### src/rtl/core/fcl_pkg.sv
// Package with shared constants and types for the fault code list with rotation.
package fcl_pkg;

  // Default depth of the fault list.
  localparam int LIST_DEPTH_DEF = 8;

  // Widths of the fixed payload fields.
  localparam int CODE_W  = 8;
  localparam int COUNT_W = 4;
  localparam int DWELL_W = 8;
  localparam int FUNC_W  = 2;

  // Dwell setting after reset.
  localparam logic [DWELL_W-1:0] DWELL_RESET = 8'd6;

  // Operation carried with each input beat.
  typedef enum logic [FUNC_W-1:0] {
    FUNC_RAISE     = 2'd0,
    FUNC_CLEAR     = 2'd1,
    FUNC_CLEAR_ALL = 2'd2,
    FUNC_TICK      = 2'd3
  } func_t;

endpackage

### src/rtl/core/fault_code_list_with_rotation.sv
// Fault code list with raise, clear, clear-all and round-robin display rotation.
// Clear-all, zero codes and counting or empty-list ticks go from decode to the result; a
// rotating tick first reads the new code from the memory, and a raise or clear scans the
// list; a raise on a full list or a clear that closes a gap then shifts entries down.
// A new beat is taken only once the previous item has loaded its result register.
// Reset (synchronous, active low) empties the list, zeroes the display, loads a dwell of 6.
module fault_code_list_with_rotation
  import fcl_pkg::*;
#(
  parameter int LIST_DEPTH = LIST_DEPTH_DEF
) (
  input  logic        clk,
  input  logic        rst_n,
  // Input channel.
  input  logic        in_tvalid,
  output logic        in_tready,
  input  logic [7:0]  in_tdata,   // [7:0] code
  input  logic [1:0]  in_tuser,   // [1:0] func
  // Result channel.
  output logic        out_tvalid,
  input  logic        out_tready,
  output logic [15:0] out_tdata,  // [7:0] shown_code, [11:8] active_count, [15:12] zero
  // Configuration channel: dwell_ticks.
  input  logic        cfg_valid,
  output logic        cfg_ready,
  input  logic [7:0]  cfg_data
);

  localparam int IDX_W = $clog2(LIST_DEPTH);
  localparam int CNT_W = $clog2(LIST_DEPTH + 1);

  // The sequencer walks the list one entry a cycle through a single read port and a
  // single write port. Reads are registered, so a scan or a shift runs as a short
  // pipeline: the address issued in one cycle is compared or copied in the next.
  typedef enum logic [2:0] {
    ST_IDLE,   // waiting for an input beat
    ST_DISP,   // decode the latched operation
    ST_SCAN,   // search the list for the latched code
    ST_SHIFT,  // move entries down by one to close a gap or drop the oldest
    ST_TAIL,   // put a raised code in the last slot after a full-list shift
    ST_TREAD,  // take the newly displayed code from the memory
    ST_DONE    // load the result register
  } state_t;

  state_t              state_r;
  func_t               func_r;
  logic [CODE_W-1:0]   code_r;
  logic [CNT_W-1:0]    cnt_r;
  logic [DWELL_W-1:0]  dwell_r;
  logic [DWELL_W-1:0]  dwell_ticks_r;
  logic [IDX_W-1:0]    show_r;
  logic [CODE_W-1:0]   disp_r;
  logic [CNT_W-1:0]    issue_idx_r;  // next list entry to read
  logic [CNT_W-1:0]    chk_idx_r;    // entry whose data sits in rd_data_r
  logic                chk_v_r;
  logic                out_valid_r;
  logic [15:0]         out_data_r;

  // List storage.
  logic [CODE_W-1:0]   mem_r [LIST_DEPTH];
  logic [CODE_W-1:0]   rd_data_r;
  logic [IDX_W-1:0]    rd_addr;
  logic                wr_en;
  logic [IDX_W-1:0]    wr_addr;
  logic [CODE_W-1:0]   wr_data;

  logic                hit;
  logic                exhausted;
  logic                full;
  logic                out_free;
  logic [CNT_W-1:0]    cnt_m1;
  logic [CNT_W-1:0]    chk_prev;
  logic [CNT_W-1:0]    show_ext;
  logic [IDX_W-1:0]    show_nxt;
  logic [CNT_W+3:0]    cnt_ext;

  assign hit       = chk_v_r && (rd_data_r == code_r);
  assign exhausted = issue_idx_r >= cnt_r;
  assign full      = cnt_r == CNT_W'(LIST_DEPTH);
  assign cnt_m1    = cnt_r - CNT_W'(1);
  assign chk_prev  = chk_idx_r - CNT_W'(1);
  assign show_ext  = CNT_W'(show_r);
  // Round-robin step: wrap to the first entry once the index reaches the last held one,
  // which also covers an index left past the end by earlier clears.
  assign show_nxt  = (show_ext >= cnt_m1) ? '0 : show_r + IDX_W'(1);
  assign cnt_ext   = {4'b0000, cnt_r};
  assign out_free  = !out_valid_r || out_tready;

  // The input side is open only between items; a waiting result does not block it.
  assign in_tready  = (state_r == ST_IDLE);
  // Only change the dwell setting while the block is idle: always taken, unchecked.
  assign cfg_ready  = 1'b1;
  assign out_tvalid = out_valid_r;
  assign out_tdata  = out_data_r;

  // Memory port control.
  always_comb begin
    rd_addr = issue_idx_r[IDX_W-1:0];
    wr_en   = 1'b0;
    wr_addr = cnt_r[IDX_W-1:0];
    wr_data = code_r;
    unique case (state_r)
      ST_DISP: begin
        rd_addr = show_nxt;
      end
      ST_SCAN: begin
        // Append a new code when the list still has room.
        wr_en = !hit && exhausted && (func_r == FUNC_RAISE) && !full;
      end
      ST_SHIFT: begin
        wr_en   = chk_v_r;
        wr_addr = chk_prev[IDX_W-1:0];
        wr_data = rd_data_r;
      end
      ST_TAIL: begin
        wr_en   = 1'b1;
        wr_addr = cnt_m1[IDX_W-1:0];
      end
      default: begin
      end
    endcase
  end

  always_ff @(posedge clk) begin
    if (wr_en) begin
      mem_r[wr_addr] <= wr_data;
    end
    rd_data_r <= mem_r[rd_addr];
  end

  // Sequencer and registered outputs.
  always_ff @(posedge clk) begin
    if (!rst_n) begin
      state_r       <= ST_IDLE;
      cnt_r         <= '0;
      dwell_r       <= '0;
      dwell_ticks_r <= DWELL_RESET;
      show_r        <= '0;
      disp_r        <= '0;
      chk_v_r       <= 1'b0;
      out_valid_r   <= 1'b0;
    end else begin
      if (cfg_valid && cfg_ready) begin
        dwell_ticks_r <= cfg_data;
      end
      // A new result is loaded when the register is free; otherwise an accepted
      // result empties it.
      if ((state_r == ST_DONE) && out_free) begin
        out_valid_r <= 1'b1;
      end else if (out_valid_r && out_tready) begin
        out_valid_r <= 1'b0;
      end

      unique case (state_r)
        ST_IDLE: begin
          if (in_tvalid) begin
            func_r  <= func_t'(in_tuser);
            code_r  <= in_tdata;
            state_r <= ST_DISP;
          end
        end
        ST_DISP: begin
          issue_idx_r <= '0;
          chk_v_r     <= 1'b0;
          unique case (func_r)
            FUNC_RAISE, FUNC_CLEAR: begin
              // Code zero means no error and is never held.
              state_r <= (code_r == '0) ? ST_DONE : ST_SCAN;
            end
            FUNC_CLEAR_ALL: begin
              cnt_r   <= '0;
              state_r <= ST_DONE;
            end
            FUNC_TICK: begin
              if (dwell_r >= dwell_ticks_r) begin
                dwell_r <= '0;
                if (cnt_r == '0) begin
                  disp_r  <= '0;
                  show_r  <= '0;
                  state_r <= ST_DONE;
                end else begin
                  show_r  <= show_nxt;
                  state_r <= ST_TREAD;
                end
              end else begin
                dwell_r <= dwell_r + DWELL_W'(1);
                state_r <= ST_DONE;
              end
            end
            default: begin
              state_r <= ST_DONE;
            end
          endcase
        end
        ST_SCAN: begin
          if (hit) begin
            if (func_r == FUNC_CLEAR) begin
              issue_idx_r <= chk_idx_r + CNT_W'(1);
              chk_v_r     <= 1'b0;
              state_r     <= ST_SHIFT;
            end else begin
              state_r <= ST_DONE;
            end
          end else if (exhausted) begin
            chk_v_r <= 1'b0;
            if (func_r == FUNC_RAISE) begin
              if (!full) begin
                cnt_r   <= cnt_r + CNT_W'(1);
                state_r <= ST_DONE;
              end else begin
                // Drop the oldest entry by shifting everything down from entry one.
                issue_idx_r <= CNT_W'(1);
                state_r     <= ST_SHIFT;
              end
            end else begin
              state_r <= ST_DONE;
            end
          end else begin
            chk_v_r     <= 1'b1;
            chk_idx_r   <= issue_idx_r;
            issue_idx_r <= issue_idx_r + CNT_W'(1);
          end
        end
        ST_SHIFT: begin
          if (exhausted) begin
            chk_v_r <= 1'b0;
            if (func_r == FUNC_RAISE) begin
              state_r <= ST_TAIL;
            end else begin
              cnt_r   <= cnt_m1;
              state_r <= ST_DONE;
            end
          end else begin
            chk_v_r     <= 1'b1;
            chk_idx_r   <= issue_idx_r;
            issue_idx_r <= issue_idx_r + CNT_W'(1);
          end
        end
        ST_TAIL: begin
          state_r <= ST_DONE;
        end
        ST_TREAD: begin
          disp_r  <= rd_data_r;
          state_r <= ST_DONE;
        end
        ST_DONE: begin
          if (out_free) begin
            out_data_r <= {4'b0000, cnt_ext[3:0], disp_r};
            state_r    <= ST_IDLE;
          end
        end
        default: begin
          state_r <= ST_IDLE;
        end
      endcase
    end
  end

  // The count never passes the list depth.
  a_cnt_bound: assert property (@(posedge clk) disable iff (!rst_n)
    cnt_r <= CNT_W'(LIST_DEPTH))
    else $error("fault count exceeds list depth");

  // One item moves the count by at most one, except clear-all which empties the list.
  a_cnt_step: assert property (@(posedge clk) disable iff (!rst_n)
    (cnt_r == $past(cnt_r)) || (cnt_r == $past(cnt_r) + CNT_W'(1)) ||
    (cnt_r == $past(cnt_r) - CNT_W'(1)) || (cnt_r == '0))
    else $error("fault count jumped");

  // An accepted input beat always starts decoding in the next cycle.
  a_accept_decode: assert property (@(posedge clk) disable iff (!rst_n)
    (in_tvalid && in_tready) |=> (state_r == ST_DISP))
    else $error("accepted beat was not decoded");

  // Shifting only happens on a non-empty list.
  a_shift_nonempty: assert property (@(posedge clk) disable iff (!rst_n)
    (state_r == ST_SHIFT) |-> (cnt_r != '0))
    else $error("shift on an empty list");

endmodule
### config.mk
export PLATFORM = sky130hd
export DESIGN_NAME = fault_code_list_with_rotation
export DESIGN_NICKNAME = d
export VERILOG_FILES = /design/src/rtl/core/fcl_pkg.sv /design/src/rtl/core/fault_code_list_with_rotation.sv
export SDC_FILE = /design/constraint.sdc
export NUM_CORES = 1
export LEC_CHECK = 0
export ABC_AREA = 1
export BUFFER_PORTS_ARGS = -buffer_cell sky130_fd_sc_hd__buf_2
export CORE_MARGIN = 5
export CORE_UTILIZATION = 45
export CTS_CLUSTER_SIZE = 20
export DETAILED_ROUTE_END_ITERATION = 6
export HOLD_SLACK_MARGIN = 0.15
export SETUP_SLACK_MARGIN = 0.4
export SLEW_MARGIN = 40
export SYNTH_ARGS = -nofsm -noshare
export SYNTH_HDL_FRONTEND = slang
export SYNTH_SLANG_ARGS = --single-unit
### constraint.sdc
create_clock -name clk -period 5.3 [get_ports clk]
set_input_delay 1.06 -clock clk [delete_from_list [all_inputs] [get_ports clk]]
set_output_delay 1.06 -clock clk [all_outputs]
set_load 0.03 [all_outputs]
==> results of run 1 <==
==> routing by layer <==
metal	GRT usage, %	wire, um
met1	23.1	6740
met2	28.5	7070
met3	4.04	743
met4	5.60	305
met5	0	0
==> worst max path at each step <==
stage	startpoint	end
after floorplan	rst_n	out_tdata[0]$_DFFE_PP_
after global placement	cnt_r[0]$_SDFFE_PN0P_	rd_data_r[7]$_DFF_P_
after detailed placement	cnt_r[0]$_SDFFE_PN0P_	rd_data_r[7]$_DFF_P_
after CTS	cnt_r[0]$_SDFFE_PN0P_	rd_data_r[7]$_DFF_P_
after global routing	cnt_r[0]$_SDFFE_PN0P_	rd_data_r[7]$_DFF_P_
final	cnt_r[0]$_SDFFE_PN0P_	rd_data_r[7]$_DFF_P_
==> power by group <==
group          internal [mW]  switching [mW]  leakage [nW]  total, mW
Clock                  0.760           0.497         0.306       1.26
Combinational          0.368           0.856          2.02       1.22
Sequential              1.34           0.101          1.22       1.45
Total                   2.47            1.45          3.54       3.93
==> registers in the layout (all words and copies together) (netlist names) <==
signal,count
mem_r,64
out_tdata,12
code_r,8
disp_r,8
dwell_r,8
dwell_ticks_r,8
rd_data_r,8
chk_idx_r,4
cnt_r,4
issue_idx_r,4
show_r,3
state_r,3
func_r,2
chk_v_r,1
out_tvalid,1
==> placed cells by master (no fill, tap or decap), drive strengths merged, types with 2 or more instances in the layout <==
master / n
a21oi: 32
buf: 39
bufinv: 3
clkbuf: 17
clkinv: 2
conb: 5
dfxtp: 44
edfxtp: 94
ha: 22
inv: 151
nand2: 197
nand3: 91
nand4: 9
nor2: 40
nor3: 8
nor3b: 2
o21a: 2
o21ai: 29
o21bai: 2
o221ai: 2
o22ai: 4
o31ai: 2
or2: 2
xnor2: 5
xor2: 6
==> critical path, cell delays in order, from the launching register on <==
cell	delay, ns
dfxtp_1	0.48
inv_1	0.19
ha_1	0.28
xor2_1	0.15
inv_1	0.17
ha_1	0.26
nand2_1	0.07
nand2_1	0.08
nand2_4	0.11
nand3_4	0.33
nand2_4	0.43
nand2_1	0.09
nand3_1	0.08
nand2_1	0.07
nand2_1	0.08
nand2_1	0.10
==> stage by stage <==
| stage | area [um2] | power [mW] | util [%] |
|---|---|---|---|
| 2_1_floorplan | 6850 | 2.40 | - |
| 3_3_place_gp | 7130 | 2.67 | 47.5 |
| 3_5_place_dp | 7140 | 2.69 | 47.5 |
| 4_1_cts | 7760 | 3.95 | 51.6 |
| 5_1_grt | 7760 | 4.19 | 51.6 |
| 6_report | 7760 | 3.93 | 51.6 |
==> area by class of cell <==
cell class                 instances  area [um2]  area share, %
clock buffer                      17         425           5.48
clock inverter                    15         201           2.59
inverter                         142         538           6.93
multi-input combinational        468        2460           31.7
sequential                       138        3700           47.7
tap                              188         235           3.03
timing repair buffer              39         203           2.61
==> kinds of logic (layout without fill, tap and decap cells) <==
logic type / count (synthesis) / after routing / share of synthesized area (%)
flip-flops: 138 / 138 / 54.1
AO/OA/AOI/OAI: 78 / 78 / 6.69
adder cells (fa/ha/maj): 22 / 22 / 4.02
AND/OR/NAND/NOR: 352 / 352 / 23.5
other: 2 / 5 / 0.110
buffers and inverters: 165 / 213 / 10.1
XOR/XNOR: 11 / 11 / 1.41
==> results.sh, run 1 <==
export IMPL_outcome="complete, no violations"
export IMPL_hold_ws_ns=0.433
export IMPL_synth_seq_area_share_pct=54.1
export IMPL_synth_edf_count=94
export IMPL_yosys_top_cells_count="nand2_1 (189), inv_1 (137), edfxtp_1 (94)"
export IMPL_clock_root_buffer="clkbuf_16"
export IMPL_hold_viol=0
export IMPL_antenna_found_initial=0
export IMPL_yosysMostFrequentCell="nand2_1"
export IMPL_cts_max_level=4
export IMPL_post_cts_buffers=0
export IMPL_drive_gt1_share_pct=12.5
export IMPL_rsz0062_at_grt="no"
export IMPL_final_setup_worst_slack_ns=2.17
export IMPL_ys_ff_latch=138
export IMPL_first_global_vias=4881
export IMPL_yosys_warnings=0
export IMPL_grtUsageTotal_pct=17.4
export IMPL_min_period_over_period_pct=59.0
export IMPL_dp_cells=975
export IMPL_wl_mm=14.9
export IMPL_num_rows=45
export IMPL_rrSetupSlack_ns=2.17
export IMPL_cp_start_kind="flop"
export IMPL_clock_path_buffers=2
export IMPL_yosysTopAreaCell="edfxtp_1"
export IMPL_worst_r2r_endpoint="rd_data_r[7]$_DFF_P_"
export IMPL_place_congestion=0.886
export IMPL_synth_area_top_cells="edfxtp_1 (41%), dfxtp_1 (13%), nand2_1 (10%)"
export IMPL_cts_tree="built"
export IMPL_grt_max_degree=34
export IMPL_synth_area_um2=6840
export IMPL_r2r_cells=15
export IMPL_holdBufCountCts=0
export IMPL_finalSetupViolations=0
export IMPL_portBuffers=36
export IMPL_worst_slew_pin_slew_ns=0.800
export IMPL_via_per_inst=5.07
export IMPL_cts_resized=0
export IMPL_endpoint_kind="flop"
export IMPL_power_density_nw_per_um2=506
export IMPL_fill_cells=1369
export IMPL_die_area_um2=17800
export IMPL_hpwl_mm=10.8
export IMPL_slew_headroom_pct=46.5
export IMPL_die_h_um=133
export IMPL_start_util_pct=45.5
export IMPL_numCtsBuffers=17
export IMPL_cap_violations=0
export IMPL_diodes=0
export IMPL_grt_overflow=0
export IMPL_grt_pass1_wl_mm=24.6
export IMPL_hold_end="out_tdata[5]$_DFFE_PP_"
export IMPL_synth_ff_type="edfxtp_1"
export IMPL_setup_tns_ns=0
export IMPL_hp_start="disp_r[5]$_SDFFE_PN0P_"
export IMPL_cts_sinks=138
export IMPL_syn_instance_count=768
export IMPL_fmax_ghz=0.320
export IMPL_wl_per_cell_um=14.8
export IMPL_io_pins=42
export IMPL_finalNonFillerCells=1007
export IMPL_hp_class="flop to flop"
export IMPL_drcViolationCount=0
export IMPL_required_ns=5.59
export IMPL_ant_nets=0
export IMPL_die_w_um=133
export IMPL_irDropWorstVdd_mv=0.280
export IMPL_dr_pass1_iters=5
export IMPL_final_nets=851
export IMPL_p_leak_nw=3.54
export IMPL_rr_startpoint="cnt_r[0]$_SDFFE_PN0P_"
export IMPL_place_ws_ns=2.15
export IMPL_avgSynthCellArea_um2=8.91
export IMPL_path_class="flop to flop"
export IMPL_hold_depth=0
export IMPL_vias=5108
export IMPL_maxSlewViolCount=0
export IMPL_synth_top_cell_area_share_pct=41.3
export IMPL_fp_coreArea_um2=15000
export IMPL_worstPathArrival_ns=3.42
export IMPL_yosysUniqueCellTypes=48
export IMPL_area_growth_syn_to_layout_pct=13.5
export IMPL_skew_ns=0.00597
export IMPL_async_flop_share_pct=0
export IMPL_crit_path_max_fanout=33
export IMPL_fin_crit_ns=3.13
export IMPL_path_clk_slew_ns=0.06
export IMPL_drt_iter0_drc=418
export IMPL_insertion_delay_ns=0.42
Note: power is estimated with default switching activity, not from simulation.
==> run 2, diff against run 1 <==
--- a/config.mk
+++ b/config.mk
@@ -5,7 +5,7 @@
 export SDC_FILE = /design/constraint.sdc
 export NUM_CORES = 1
 export LEC_CHECK = 0
-export ABC_AREA = 1
+export ABC_AREA = 0
 export BUFFER_PORTS_ARGS = -buffer_cell sky130_fd_sc_hd__buf_2
 export CORE_MARGIN = 5
 export CORE_UTILIZATION = 45
==> constraint.sdc (replaced) <==
create_clock -name clk -period 2.9 [get_ports clk]
set_input_delay 0.58 -clock clk [delete_from_list [all_inputs] [get_ports clk]]
set_output_delay 0.58 -clock clk [all_outputs]
set_load 0.03 [all_outputs]
==> run 2 against run 1 <==
Effect of this change: cell area up 1.8%; sequential power grew 79%; flip-flop and latch count did not move; die area down 4.6%; total power grew 77%; highest routed layer unchanged.
==> results.sh, run 2 <==
export IMPL_wl_mm=15.7
export IMPL_num_rows=44
export IMPL_synth_top_cell_area_share_pct=43.4
export IMPL_cp_start_kind="flop"
export IMPL_grt_pass1_wl_mm=24.3
export IMPL_yosysMostFrequentCell="edfxtp_1"
export IMPL_vias=4692
export IMPL_endpoint_kind="flop"
export IMPL_area_growth_syn_to_layout_pct=21.5
export IMPL_fmax_ghz=0.387
export IMPL_outcome="complete, no violations"
export IMPL_power_density_nw_per_um2=880
export IMPL_rsz0062_at_grt="yes"
export IMPL_first_global_vias=4511
export IMPL_die_w_um=130
export IMPL_synth_seq_area_share_pct=57.0
export IMPL_fp_coreArea_um2=14400
export IMPL_clock_path_buffers=2
export IMPL_p_leak_nw=2.92
export IMPL_largest_reg_flops=64
export IMPL_insertion_delay_ns=0.42
export IMPL_diodes=0
export IMPL_cts_tree="built"
export IMPL_syn_instance_count=554
export IMPL_worst_slew_pin_slew_ns=0.677
export IMPL_cts_max_level=4
export IMPL_holdBufCountCts=0
export IMPL_path_clk_slew_ns=0.06
export IMPL_hpwl_mm=11.3
export IMPL_skew_ns=0.00909
export IMPL_path_class="flop to flop"
export IMPL_placed_area_um2=7050
export IMPL_crit_path_max_fanout=5
export IMPL_via_per_inst=5.67
export IMPL_irDropWorstVdd_mv=0.717
export IMPL_drt_iter0_drc=327
export IMPL_antenna_found_initial=0
export IMPL_top_register="mem_r"
export IMPL_design_area_um2=7900
export IMPL_yosys_top_cells_count="edfxtp_1 (94), dfxtp_1 (44), nor2_1 (37)"
export IMPL_required_ns=3.20
export IMPL_ys_ff_latch=138
export IMPL_hold_viol=0
export IMPL_yosysUniqueCellTypes=64
export IMPL_yosys_warnings=0
export IMPL_maxSlewViolCount=0
export IMPL_dr_pass1_iters=5
export IMPL_grtUsageTotal_pct=19.1
export IMPL_grt_overflow=0
export IMPL_hp_class="primary input to flop"
export IMPL_grt_max_degree=26
export IMPL_avgSynthCellArea_um2=11.7
export IMPL_ant_nets=0
export IMPL_fill_cells=1224
export IMPL_die_h_um=130
export IMPL_synth_edf_count=94
export IMPL_drive_gt1_share_pct=23.5
export IMPL_final_common_cell="edfxtp_1"
export IMPL_die_area_um2=17000
export IMPL_most_common_layout_cells="edfxtp_1 (94), dfxtp_1 (42), buf_4 (38)"
export IMPL_clock_root_buffer="clkbuf_16"
export IMPL_portBuffers=36
export IMPL_start_util_pct=45.2
export IMPL_wl_per_cell_um=19.0
export IMPL_worstPathArrival_ns=2.88
export IMPL_synth_area_top_cells="edfxtp_1 (43%), dfxtp_1 (14%), ha_1 (4.2%)"
export IMPL_min_period_over_period_pct=89.0
export IMPL_setup_tns_ns=0
export IMPL_io_pins=42
export IMPL_cts_sinks=138
export IMPL_async_flop_share_pct=0
export IMPL_slew_headroom_pct=54.6
export IMPL_drcViolationCount=0
export IMPL_final_nets=675
export IMPL_cap_violations=0
export IMPL_synth_ff_type="edfxtp_1"
export IMPL_utilization_pct=55.0
export IMPL_place_congestion=0.847
export IMPL_numCtsBuffers=17
export IMPL_yosysTopAreaCell="edfxtp_1"
export IMPL_finalSetupViolations=0
export IMPL_fin_crit_ns=2.58
export IMPL_synth_area_um2=6500
## run 2: changes by cell type after synthesis, sizes merged, moves of 8 or more
cell	change
inv	-112
xor2	+8
mux2i	+26
clkbuf	+11
nand2	-169
a32oi	+8
mux2	+11
buf	-10
nor2b	+16
a21oi	-8
nand2b	+8
nand3	-75
a22o	+9
## run 2: final timing paths
path	start	endpoint	slack [ns]	depth (start not counted)
setup / recovery	cnt_r[0]$_SDFFE_PN0P_	rd_data_r[6]$_DFF_P_	0.32	9
hold / removal	in_tdata[4]	code_r[4]$_DFFE_PP_	0.33	1
setup reg to reg	cnt_r[0]$_SDFFE_PN0P_	rd_data_r[6]$_DFF_P_	0.32	9
hold reg to reg	disp_r[3]$_SDFFE_PN0P_	out_tdata[3]$_DFFE_PP_	0.48	0
## run 2: logic make-up (layout without fill, tap and decap cells)
logic type	Yosys count	after routing	synth area share, %
AO/OA/AOI/OAI	136	136	14.7
XOR/XNOR	23	23	3.10
adder cells (fa/ha/maj)	22	22	4.23
buffers and inverters	54	140	3.68
flip-flops	138	138	57.0
multiplexers	37	37	5.91
other	2	5	0.116
AND/OR/NAND/NOR	142	142	11.3
## run 2: critical path, stage by stage, from the launching register on
cell      delay, ns
dfxtp_4        0.36
inv_2          0.08
ha_4           0.19
xnor2_2        0.14
ha_1           0.33
a21oi_2        0.19
o21ai_4        0.11
a31oi_4        0.31
mux2_4         0.34
a2111o_1       0.43
## run 2: per-stage QoR
| step | setup WS [ns] | power [mW] | cells | hold WS, ns |
|---|---|---|---|---|
| 4_1_cts | 0.415 | 6.90 | 820 | 0.319 |
| 2_1_floorplan | 0.421 | 3.91 | 557 | 0.403 |
| 6_report | 0.319 | 6.95 | 827 | 0.333 |
| 3_5_place_dp | 0.0591 | 4.54 | 784 | 0.458 |
| 3_3_place_gp | 0.116 | 4.51 | 784 | 0.445 |
| 5_1_grt | 0.240 | 7.27 | 827 | 0.312 |
## run 2: power breakdown
part / switching, mW / total [mW] / internal (mW)
clock: 0.872 / 2.25 / 1.37
combinational: 1.29 / 2.12 / 0.826
sequential: 0.170 / 2.59 / 2.42
total: 2.33 / 6.95 / 4.62
## run 2: layer usage
metal,share of wire [%],GRT usage [%],wire length (um)
met1,44,24.4,6840
met2,48,31.0,7550
met3,5.5,5.12,861
met4,2.8,7.76,432
met5,0,0,0
## run 2: area by class of cell
cell class / count / area, um2 / area share, %
Clock buffer: 18 / 429 / 5.43
Clock inverter: 14 / 183 / 2.31
Inverter: 30 / 118 / 1.49
Multi-Input combinational cell: 365 / 2690 / 34.1
Sequential cell: 138 / 3710 / 47.0
Tap cell: 184 / 230 / 2.91
Timing Repair Buffer: 78 / 539 / 6.83
## run 2: what timing repair did
item,CTS,global route
endpoints found under the hold margin,0,0
endpoints found under the setup margin,72,40
pin swaps,3,5
buffers inserted,3,7
gates cloned,1,0
gates resized for setup,19,9
